--- src/design/dltq_pkg.sv ---
// dltq_pkg: shared types and codes for the delta list timer queue
// no dependencies

package dltq_pkg;

    typedef enum logic [1:0] {
        OP_TICK   = 2'd0,
        OP_START  = 2'd1,
        OP_CANCEL = 2'd2,
        OP_DONE   = 2'd3
    } t_op;

    typedef enum logic [2:0] {
        ST_STARTED   = 3'd0,
        ST_ARMED_ERR = 3'd1,
        ST_CANCELLED = 3'd2,
        ST_WAS_IDLE  = 3'd3,
        ST_BUSY      = 3'd4,
        ST_DONE_ACK  = 3'd5,
        ST_FIRED     = 3'd6
    } t_status;

    typedef enum logic [1:0] {
        SLOT_IDLE  = 2'd0,
        SLOT_ARMED = 2'd1,
        SLOT_FIRED = 2'd2
    } t_slot;

    typedef enum logic [2:0] {
        BK_IDLE,
        BK_TICK,
        BK_TICK_END,
        BK_START,
        BK_REPLY
    } t_bk_state;

    localparam int MAX_FIRE = 16;

    typedef struct packed {
        logic [1:0]  op;
        logic [3:0]  timer_id;
        logic [31:0] ticks;
    } t_cmd;

endpackage

--- src/design/dltq_front.sv ---
// dltq_front: two-entry command queue in front of the list engine
// depends on dltq_pkg

module dltq_front (
    input  logic           i_clk,
    input  logic           i_rst_n,
    input  logic           i_valid,
    output logic           o_ready,
    input  dltq_pkg::t_cmd i_cmd,
    output logic           o_valid,
    input  logic           i_ready,
    output dltq_pkg::t_cmd o_cmd
);

    dltq_pkg::t_cmd r_q [2];
    logic           r_wp, r_rp;
    logic [1:0]     r_cnt;
    logic           push, pop;

    assign o_ready = (r_cnt != 2'd2);
    assign o_valid = (r_cnt != 2'd0);
    assign o_cmd   = r_q[r_rp];
    assign push    = i_valid && o_ready;
    assign pop     = o_valid && i_ready;

    always_ff @(posedge i_clk) begin
        if (push) begin
            r_q[r_wp] <= i_cmd;
        end
        if (!i_rst_n) begin
            r_wp  <= 1'b0;
            r_rp  <= 1'b0;
            r_cnt <= 2'd0;
        end else begin
            if (push) r_wp <= ~r_wp;
            if (pop)  r_rp <= ~r_rp;
            r_cnt <= r_cnt + {1'b0, push} - {1'b0, pop};
        end
    end

endmodule

--- src/design/dltq_back.sv ---
// dltq_back: list engine, walks the delta list and emits results
// depends on dltq_pkg

module dltq_back #(
    parameter int NUM_TIMERS  = 16,
    parameter int DELAY_WIDTH = 32
) (
    input  logic           i_clk,
    input  logic           i_rst_n,
    input  logic           i_valid,
    output logic           o_ready,
    input  dltq_pkg::t_cmd i_cmd,
    output logic           o_valid,
    input  logic           i_ready,
    output logic [2:0]     o_status,
    output logic [3:0]     o_slot_out,
    output logic           o_last
);

    localparam int LW = $clog2(NUM_TIMERS + 1);
    localparam int IW = $clog2(NUM_TIMERS);
    localparam int NW = $clog2(((NUM_TIMERS > dltq_pkg::MAX_FIRE) ?
                                NUM_TIMERS : dltq_pkg::MAX_FIRE) + 1);
    localparam logic [LW-1:0] NIL = LW'(NUM_TIMERS);

    logic [LW-1:0]          r_next [NUM_TIMERS];
    logic [LW-1:0]          r_prev [NUM_TIMERS];
    logic [DELAY_WIDTH-1:0] r_dly  [NUM_TIMERS];
    dltq_pkg::t_slot        r_st   [NUM_TIMERS];
    logic [LW-1:0]          r_head;

    dltq_pkg::t_bk_state    r_state, n_state;
    logic [LW-1:0]          r_cur, r_p;
    logic [DELAY_WIDTH-1:0] r_t;
    logic [IW-1:0]          r_id;
    logic [NW-1:0]          r_n;
    logic                   r_ov;
    logic [2:0]             r_ostat;
    logic [3:0]             r_oslot;
    logic                   r_olast;

    logic                   cur_ok;
    logic [IW-1:0]          cur_i;
    logic [DELAY_WIDTH-1:0] cur_d;
    logic                   id_ok;
    logic [IW-1:0]          cmd_i;
    logic [LW-1:0]          cp, cn;
    logic [DELAY_WIDTH:0]   sum;
    logic                   out_free;
    logic                   take;
    logic                   start_go;
    logic                   fire;
    logic [LW-1:0]          nx;
    logic                   nx_fire;
    logic                   ov_set;
    dltq_pkg::t_status      acc_stat;

    assign cur_ok   = (r_cur < NIL);
    assign cur_i    = r_cur[IW-1:0];
    assign cur_d    = r_dly[cur_i];
    assign id_ok    = ({28'd0, i_cmd.timer_id} < 32'(NUM_TIMERS));
    assign cmd_i    = IW'(i_cmd.timer_id);
    assign cp       = r_prev[cmd_i];
    assign cn       = r_next[cmd_i];
    assign sum      = {1'b0, r_dly[cn[IW-1:0]]} + {1'b0, r_dly[cmd_i]};
    assign out_free = !r_ov || i_ready;
    assign o_ready  = (r_state == dltq_pkg::BK_IDLE) && out_free;
    assign o_valid  = r_ov;
    assign o_status = r_ostat;
    assign o_slot_out = r_oslot;
    assign o_last   = r_olast;

    assign take     = i_valid && o_ready;
    assign start_go = take && i_cmd.op == dltq_pkg::OP_START && id_ok &&
                      r_st[cmd_i] == dltq_pkg::SLOT_IDLE;
    // fire one head slot, and look one slot ahead to mark the last one
    assign fire     = out_free && cur_ok && cur_d == '0 &&
                      r_n < NW'(dltq_pkg::MAX_FIRE);
    assign nx       = r_next[cur_i];
    assign nx_fire  = (nx < NIL) && (r_dly[nx[IW-1:0]] == '0) &&
                      (r_n < NW'(dltq_pkg::MAX_FIRE - 1));
    assign ov_set   = (take && i_cmd.op != dltq_pkg::OP_TICK && !start_go) ||
                      (r_state == dltq_pkg::BK_TICK && fire) ||
                      (r_state == dltq_pkg::BK_REPLY && out_free);

    always_comb begin
        acc_stat = dltq_pkg::ST_WAS_IDLE;
        if (id_ok) begin
            case (i_cmd.op)
                dltq_pkg::OP_START: begin
                    if (r_st[cmd_i] == dltq_pkg::SLOT_ARMED)
                        acc_stat = dltq_pkg::ST_ARMED_ERR;
                    else if (r_st[cmd_i] == dltq_pkg::SLOT_FIRED)
                        acc_stat = dltq_pkg::ST_BUSY;
                    else
                        acc_stat = dltq_pkg::ST_STARTED;
                end
                dltq_pkg::OP_CANCEL: begin
                    if (r_st[cmd_i] == dltq_pkg::SLOT_FIRED)
                        acc_stat = dltq_pkg::ST_BUSY;
                    else if (r_st[cmd_i] == dltq_pkg::SLOT_ARMED)
                        acc_stat = dltq_pkg::ST_CANCELLED;
                end
                dltq_pkg::OP_DONE: begin
                    if (r_st[cmd_i] == dltq_pkg::SLOT_FIRED)
                        acc_stat = dltq_pkg::ST_DONE_ACK;
                    else if (r_st[cmd_i] == dltq_pkg::SLOT_ARMED)
                        acc_stat = dltq_pkg::ST_ARMED_ERR;
                end
                default: ;
            endcase
        end
    end

    always_comb begin
        n_state = r_state;
        case (r_state)
            dltq_pkg::BK_IDLE: begin
                if (take) begin
                    if (i_cmd.op == dltq_pkg::OP_TICK)
                        n_state = dltq_pkg::BK_TICK;
                    else if (start_go)
                        n_state = dltq_pkg::BK_START;
                end
            end
            dltq_pkg::BK_TICK: begin
                if (out_free && !fire)
                    n_state = dltq_pkg::BK_TICK_END;
            end
            dltq_pkg::BK_TICK_END: n_state = dltq_pkg::BK_IDLE;
            dltq_pkg::BK_START: begin
                if (!cur_ok || r_t < cur_d || r_n == NW'(NUM_TIMERS))
                    n_state = dltq_pkg::BK_REPLY;
            end
            dltq_pkg::BK_REPLY: if (out_free) n_state = dltq_pkg::BK_IDLE;
            default: n_state = dltq_pkg::BK_IDLE;
        endcase
    end

    always_ff @(posedge i_clk) begin
        case (r_state)
            dltq_pkg::BK_IDLE: begin
                if (take) begin
                    r_cur   <= r_head;
                    r_p     <= NIL;
                    r_t     <= i_cmd.ticks[DELAY_WIDTH-1:0];
                    r_id    <= cmd_i;
                    r_n     <= '0;
                    r_ostat <= acc_stat;
                    r_oslot <= i_cmd.timer_id;
                    r_olast <= 1'b1;
                    if (i_cmd.op == dltq_pkg::OP_CANCEL && id_ok &&
                        r_st[cmd_i] == dltq_pkg::SLOT_ARMED) begin
                        if (cp < NIL) r_next[cp[IW-1:0]] <= cn;
                        if (cn < NIL) begin
                            r_prev[cn[IW-1:0]] <= cp;
                            r_dly[cn[IW-1:0]] <= sum[DELAY_WIDTH] ? '1 :
                                                 sum[DELAY_WIDTH-1:0];
                        end
                        r_next[cmd_i] <= NIL;
                        r_prev[cmd_i] <= NIL;
                    end
                end
            end
            dltq_pkg::BK_TICK: begin
                if (fire) begin
                    r_ostat <= dltq_pkg::ST_FIRED;
                    r_oslot <= 4'(r_cur);
                    r_olast <= !nx_fire;
                    r_n     <= r_n + NW'(1);
                    r_cur   <= nx;
                end
            end
            dltq_pkg::BK_TICK_END: begin
                if (cur_ok) begin
                    if (cur_d != '0) r_dly[cur_i] <= cur_d - 1'b1;
                    r_prev[cur_i] <= NIL;
                end
            end
            dltq_pkg::BK_START: begin
                if (cur_ok && r_t < cur_d && r_n != NW'(NUM_TIMERS)) begin
                    // insert before the current slot
                    r_dly[cur_i] <= cur_d - r_t;
                    r_dly[r_id]  <= r_t;
                    r_prev[r_id] <= r_p;
                    r_next[r_id] <= r_cur;
                    if (r_p < NIL) r_next[r_p[IW-1:0]] <= LW'(r_id);
                    r_prev[cur_i] <= LW'(r_id);
                end else if (cur_ok && r_n != NW'(NUM_TIMERS)) begin
                    r_t   <= r_t - cur_d;
                    r_p   <= r_cur;
                    r_cur <= r_next[cur_i];
                    r_n   <= r_n + NW'(1);
                end else begin
                    r_dly[r_id] <= r_t;
                    r_prev[r_id] <= r_p;
                    r_next[r_id] <= cur_ok ? r_cur : NIL;
                    if (r_p < NIL) r_next[r_p[IW-1:0]] <= LW'(r_id);
                    if (cur_ok) r_prev[cur_i] <= LW'(r_id);
                end
            end
            default: ;
        endcase

        if (!i_rst_n) begin
            r_state <= dltq_pkg::BK_IDLE;
            r_head  <= NIL;
            r_ov    <= 1'b0;
            for (int k = 0; k < NUM_TIMERS; k++) r_st[k] <= dltq_pkg::SLOT_IDLE;
        end else begin
            r_state <= n_state;
            r_ov    <= ov_set || (r_ov && !i_ready);
            case (r_state)
                dltq_pkg::BK_IDLE: begin
                    if (take && id_ok) begin
                        if (i_cmd.op == dltq_pkg::OP_CANCEL &&
                            r_st[cmd_i] == dltq_pkg::SLOT_ARMED) begin
                            r_st[cmd_i] <= dltq_pkg::SLOT_IDLE;
                            if (!(cp < NIL)) r_head <= cn;
                        end
                        if (i_cmd.op == dltq_pkg::OP_DONE &&
                            r_st[cmd_i] == dltq_pkg::SLOT_FIRED)
                            r_st[cmd_i] <= dltq_pkg::SLOT_IDLE;
                    end
                end
                dltq_pkg::BK_TICK: begin
                    if (fire) r_st[cur_i] <= dltq_pkg::SLOT_FIRED;
                end
                dltq_pkg::BK_TICK_END: begin
                    r_head <= r_cur;
                end
                dltq_pkg::BK_START: begin
                    if ((cur_ok && r_t < cur_d) || !cur_ok || r_n == NW'(NUM_TIMERS)) begin
                        r_st[r_id] <= dltq_pkg::SLOT_ARMED;
                        if (!(r_p < NIL)) r_head <= LW'(r_id);
                    end
                end
                dltq_pkg::BK_REPLY: begin
                    if (out_free) begin
                        r_ostat <= dltq_pkg::ST_STARTED;
                        r_oslot <= 4'(r_id);
                        r_olast <= 1'b1;
                    end
                end
                default: ;
            endcase
        end
    end

endmodule

--- src/design/delta_list_timer_queue.sv ---
// delta_list_timer_queue: top level, command queue in front of the list engine
// depends on dltq_pkg, dltq_front, dltq_back

// One-shot timer set kept as a delta list. Each item (tick, start, cancel or
// done) is taken into a two-entry command queue and carried out by the list
// engine one at a time. Cancel and done give one result each. A start on an
// idle slot walks the list one entry a cycle; every start gives one result.
// A tick gives one fired result per cycle, up to 16, then finishes and
// updates the head; the engine holds while the output is not taken. Each
// fired result looks one slot ahead, so the last fired result of a tick
// carries last as soon as it is emitted. A tick on an empty list or with no
// expired head gives no result. The link and delay stores need no clearing
// after reset.
module delta_list_timer_queue #(
    parameter int NUM_TIMERS  = 16,
    parameter int DELAY_WIDTH = 32
) (
    input  logic        i_clk,
    input  logic        i_rst_n,
    input  logic        i_valid,
    output logic        o_ready,
    input  logic [1:0]  i_op,
    input  logic [3:0]  i_timer_id,
    input  logic [31:0] i_ticks,
    output logic        o_valid,
    input  logic        i_ready,
    output logic [2:0]  o_status,
    output logic [3:0]  o_slot_out,
    output logic        o_last
);

    dltq_pkg::t_cmd in_cmd, q_cmd;
    logic           q_valid, q_ready;

    // payload bundled for the queue
    assign in_cmd = '{op: i_op, timer_id: i_timer_id, ticks: i_ticks};

    dltq_front u_front (
        .i_clk(i_clk), .i_rst_n(i_rst_n),
        .i_valid(i_valid), .o_ready(o_ready), .i_cmd(in_cmd),
        .o_valid(q_valid), .i_ready(q_ready), .o_cmd(q_cmd)
    );

    // list engine with a one-entry result register
    dltq_back #(.NUM_TIMERS(NUM_TIMERS), .DELAY_WIDTH(DELAY_WIDTH)) u_back (
        .i_clk(i_clk), .i_rst_n(i_rst_n),
        .i_valid(q_valid), .o_ready(q_ready), .i_cmd(q_cmd),
        .o_valid(o_valid), .i_ready(i_ready),
        .o_status(o_status), .o_slot_out(o_slot_out), .o_last(o_last)
    );

endmodule

--- config.mk ---
export PLATFORM = sky130hd
export DESIGN_NAME = delta_list_timer_queue
export DESIGN_NICKNAME = d
export VERILOG_FILES = /design/src/design/dltq_pkg.sv /design/src/design/dltq_front.sv /design/src/design/dltq_back.sv /design/src/design/delta_list_timer_queue.sv
export SDC_FILE = /design/constraint.sdc
export NUM_CORES = 2
export LEC_CHECK = 0
export BUFFER_PORTS_ARGS = -buffer_cell sky130_fd_sc_hd__buf_4
export CORE_MARGIN = 4
export CORE_UTILIZATION = 50
export CTS_CLUSTER_SIZE = 14
export DETAILED_ROUTE_END_ITERATION = 12
export HOLD_SLACK_MARGIN = 0.08
export PLACE_DENSITY = 0.75
export SYNTH_ARGS = -nofsm -noshare
export SYNTH_HDL_FRONTEND = slang
export SYNTH_HIERARCHICAL = 1
export SYNTH_SLANG_ARGS = --single-unit
--- constraint.sdc ---
create_clock -name i_clk -period 9.85 [get_ports i_clk]
set_input_delay 0.985 -clock i_clk [delete_from_list [all_inputs] [get_ports i_clk]]
set_output_delay 0.985 -clock i_clk [all_outputs]
set_load 0.01 [all_outputs]
# Yosys cells after proc, flatten, opt, wreduce, memory -nomap -nowiden
# Memories as Yosys holds them, arrays and structs flattened. A register that Yosys moved wholly into a read port is not among the register bits.
# Cells that the tools add are included.
# classes
n_addsub	7
order_cmp	8
eq_ne	26
n_mux	152
bitwise	16
reduce_logical	59
# op_table
op	n
32-bit 2-to-1 mux	7
5-bit 2-to-1 mux	26
1-bit 2-to-1 mux	74
32-bit zero test	2
32-bit one-hot mux with 2 select lines	1
32-bit subtractor	2
4-bit 2-to-1 mux	15
3-bit 2-to-1 mux	15
5-bit one-hot mux with 3 select lines	3
32-bit by 32-bit adder with 33-bit output	1
32-bit < comparator	1
32-bit nonzero test	1
32-bit OR reduction	1
32-bit by 1-bit subtractor with 32-bit output, second input constant	1
5-bit < comparator, second input constant	6
1-bit logical AND	21
5-bit OR reduction	4
2-bit by 1-bit != test with 1-bit output, second input constant	6
2-bit != test, second input constant	6
3-bit one-hot mux with 4 select lines	1
2-bit 2-to-1 mux	5
5-bit one-hot mux with 2 select lines	1
5-bit AND reduction	2
3-bit one-hot mux with 3 select lines	1
other kinds (29)	65
# word_totals
regBits	72
ramBits	780
in_bits	42
out_inout_bits	10
word_cells	287
n_memories	5
# memory_table
memory	depth	width	rd	rd_clocked_by_memory_dff	write_ports	line_no	rtl
u_back.r_dly	16	32	4	1	2	dltq_back.sv:28	logic [DELAY_WIDTH-1:0] r_dly [NUM_TIMERS];
u_back.r_next	16	5	2	1	2	dltq_back.sv:26	logic [LW-1:0] r_next [NUM_TIMERS];
u_back.r_prev	16	5	1	0	2	dltq_back.sv:27	logic [LW-1:0] r_prev [NUM_TIMERS];
u_front.r_q	2	38	1	1	1	dltq_front.sv:15	dltq_pkg::t_cmd r_q [2];
u_back.r_st	16	2	1	0	16	dltq_back.sv:29	dltq_pkg::t_slot r_st [NUM_TIMERS];

# Logic depth before layout (Yosys ltp)
# logic_depth
word_depth	13
mapped_depth	30
ltp_nobuf	24

# Hierarchy
# Netlist, hierarchy kept.
# by_module_without_submodules
module	instances	cells_per_inst	area_per_inst_um2	seq_area_each_um2
dltq_back	1	4410	54607.4	23092.1
dltq_front	1	142	3057.9	2382.3

# Worst setup path before layout
# OpenSTA, ideal clock, no wires.
# synth_timing
path_kind	reg2reg
start	reg (tool-made name)
end	mem u_back.r_dly[1][0] (enable)
arrival_ps	6817
t_required_ps	9384
slack_ps	2567
path_stages_with_launch	22
period_less_slack_ps	7283
path_cell_list	dfxtp_1 > buf_2 > buf_1 > buf_2 > mux4_2 > a22oi_1 > nand2_1 > ha_1 > fa_1 > nand2b_1 > a21oi_1 > o211ai_1 > a21oi_1 > o2111a_1 > a211oi_2 > o21bai_2 > buf_6 > buf_6 > buf_4 > buf_4 > mux2i_1 > o21ai_0
# synth_rtl
element	line_no
end, declared	dltq_back.sv:28

==> reports/results.tsv <==
stage	metric	value	unit
status	status	finished with violations	
status	violations	capacitance limit, slew limit	
worst_setup_path	cpMostUsedCell	nand2_1	
synthesis	synth_edf_count	831	
synthesis	synthTopCellsByCount	edfxtp_1, mux4_2, nand2_1, mux2_2, clkbuf_1	
cts	ctsResizeCount	0	
cts	tritoncts	done	
worst_setup_path	path_cells	nor2b_4 -> a22oi_1 -> nand2_1 -> inv_1 -> ha_1 -> and2_1 -> a311o_1 -> a221oi_2 -> a21oi_1 -> o2111a_1 -> a211oi_4 -> nand2_1 -> ha_1 -> fa_1 -> nor2b_1 -> o2111ai_1 -> nand3_1 -> a21boi_0 -> o311ai_0 -> a311oi_1 -> o21ai_0 -> xor2_1 -> nand2_1 -> a31oi_1	
synthesis	synthTopCellsByArea	edfxtp_1, mux4_2, mux2_2	
layout	final_util	55.02	%
synthesis	postSynth.asyncResetShare	0	%
placement	portBuffers	51	
sta	setup_viol_count_final	0	
layout	final_layout_size_suffix_gt1_share	28.80	%
placement	routabilityCongestion	1.077	
synthesis	syn-instance-count	4552	
pwr	ir_drop	0.0004088	V
drt	num_vias	46412	
floorplan	die-area	120800	um2
worst_setup_path	r2r_setup_slack	0.73	ns
floorplan	die_w	347.6	um
worst_setup_path	arrival	9.66	ns
synthesis	yosysUniqueCellTypes	89	
cts	clkTransAtPathRegs	0.06	ns
pwr	p_per_area	466.1	nW/um2
synthesis	synthFlopType	edfxtp_1	
cts	cts-root-buf	clkbuf_16	
layout	fillers	9267	
pwr	p_total	29.32	mW
worst_setup_path	crit_fanout	16	
synthesis	ys_warn_count	6	
drt	wl_per_cell	38.25	um
sta	final_hold_viol_count	0	
worst_setup_path	critPathKind	reg -> reg	
layout	seq_area	25490	um2
drt	drtIter0Drc	9464	
sta	rsz0062_at_grt	no	
global_route	grt_usage	37.26	%
worst_setup_path	cp_slowest_cell	dfxtp_1	
pwr	leakage	20.33	nW
global_route	antenna_found_initial	12	
cts	cts_max_level	3	
cts	cts.sinks	857	
synthesis	synth_top_cell_by_area	edfxtp_1	
sta	finalCriticalPeriod	9.124	ns
drt	routed_via_density	7.711	
layout	final_nets	4574	
global_route	grt_max_degree	79	
sta	drv_slew	6	
global_route	grt_pass1_wl	325400	um
sta	period_share	92.63	%
drt	first_pass_iters	9	
cts	post_cts_buffers	0	
layout	final_area	62920	um2
floorplan	core	114300	um2
drt	drc	0	
cts	cts_hold_buf	0	
worst_setup_path	slowest_delay	0.98	ns
run	maxCapViolations	3	
sta	fin_skew	0.07088	ns
synthesis	synth_seq_area_share	44.18	%
sta	fmax	109.6	MHz
worst_setup_path	start_kind	flip-flop	
drt	ant_nets	0	
sta	tightest_slew	1.608	ns
worst_setup_path	crit_buf_inv	1	
global_route	grt_pass1_vias	44028	
synthesis	syn_area_per_cell	12.67	um2
synthesis	yosysMostFrequentCell	edfxtp_1	
synthesis	syn_area	57670	um2
floorplan	fp.dieH	347.6	um
global_route	overflow	0	
synthesis	synth_nets	4702	
synthesis	synth-seq-cells	857	
worst_hold_path	min_path_type	in -> reg	
floorplan	initial_core_util	50.43	%
cts	cts_max_path_buffers	3	
placement	dpl_cell_area	59680	um2
layout	multiInputGateArea	30540	um2
cts	clkLatencyLatePin	0.73	ns
synthesis	yosys.area.top_type_share	43.27	%
sta	hold_ws	0.4626	ns
worst_setup_path	worstPathRequired	10.39	ns
sta	slew_headroom	-8.202	%
placement	place_hpwl	155700	um
worst_setup_path	crit_family	compound AO/OA/AOI/OAI gates	
sta	finalSetupTns	0	ns
layout	area_growth	9.104	%
floorplan	io_pins	52	
floorplan	row_count	124	
cts	numCtsBuffers	95	
worst_setup_path	cp-end-kind	flip-flop	
drt	wirelength	230200	um
==> through the flow <==
step                      std cells  setup slack, ns
after CTS                      6014            1.122
after detailed placement       5838            1.189
after global placement         5838            1.333
after floorplan                4552            2.567
after global routing           6015           0.5088
final                          6019           0.7255
==> worst paths after layout <==
kind	from	cells past startpoint	end
worst max-delay path	flip-flop	24	u_back/r_dly[0][30]
worst min-delay path	i_timer_id[3]	1	u_front/r_q[0][35]
worst max register to register	flip-flop	24	u_back/r_dly[0][30]
worst min register to register	u_back/o_status[0]	2	u_back/o_status[0]
==> area by class of cell <==
class,instances,area share (%)
Inverter,79,0.4713
Tap cell,1512,3.007
Clock inverter,63,1.227
Clock buffer,113,3.886
Multi-Input combinational cell,3217,48.55
Antenna cell,4,0.01591
Timing Repair Buffer,174,2.335
Sequential cell,857,40.51
==> state kept, by name, indices dropped and copies added (netlist names), 2 cells and up, named ones only <==
signal and cells:
u_back/r_prev 80, u_back/r_head 5, u_back/r_dly 512, u_back/r_st 32
u_back/r_next 80, u_front/r_cnt 2, u_front/r_q 76, u_back/o_status 3
u_back/r_p 5, u_back/r_t 32, u_back/r_state 3, u_back/r_id 4
u_back/r_n 5, u_back/o_slot_out 4, u_back/r_cur 5
==> layout by cell type (no fill, tap or decap), types with 46 or more instances in the layout <==
cell type and count:
nor4_1 141, buf_4 160, clkbuf_16 95, a31oi_1 63, ha_1 105, nand4_1 46, inv_1 77, mux4_2 498
mux2_2 336, o21ai_0 243, a21oi_1 178, a211oi_1 47, edfxtp_1 831, mux2i_1 166, a22oi_1 75, xnor2_1 51
nand2_1 423, nor2_1 228, and2_1 46
==> power breakdown <==
part           total [mW]  internal, mW  switching (mW)
sequential           7.20          6.41           0.797
clock                3.72          2.11            1.61
combinational        18.4          8.06            10.3
total                29.3          16.6            12.7
==> worst register-to-register path, cell delays in order (launching register included) <==
cell,delay [ns]
dfxtp_1,0.98
nor2b_4,0.89
a22oi_1,0.21
nand2_1,0.39
inv_1,0.10
ha_1,0.36
and2_1,0.21
a311o_1,0.33
a221oi_2,0.27
a21oi_1,0.21
o2111a_1,0.42
a211oi_4,0.65
nand2_1,0.16
ha_1,0.26
fa_1,0.44
nor2b_1,0.24
o2111ai_1,0.17
nand3_1,0.17
a21boi_0,0.25
o311ai_0,0.75
a311oi_1,0.26
o21ai_0,0.27
xor2_1,0.23
nand2_1,0.39
a31oi_1,0.34
==> logic make-up (layout without fill, tap and decap cells) <==
family,count (synthesis),count (layout),share of synthesized area [%]
muxes,1025,1025,29.58
DFF,857,857,44.18
and+or+nand+nor,1141,1141,9.278
AOI/OAI and AO/OA,861,861,9.827
buffers and inverters,478,429,3.511
adders and majority gates,108,108,2.382
xor gates and xnor gates,82,82,1.245
other,0,4,0
==> routing by layer <==
| layer | global-route usage, % | share of wire, % | vias to the layer above |
|---|---|---|---|
| met1 | 47.65 | 34 | 22686 |
| li1 | - | - | 17883 |
| met5 | 0 | 0.035 | - |
| met3 | 16.31 | 17 | 1141 |
| met2 | 53.30 | 41 | 4696 |
| met4 | 20.46 | 7.5 | 6 |
(Power assumes the default switching activity.)
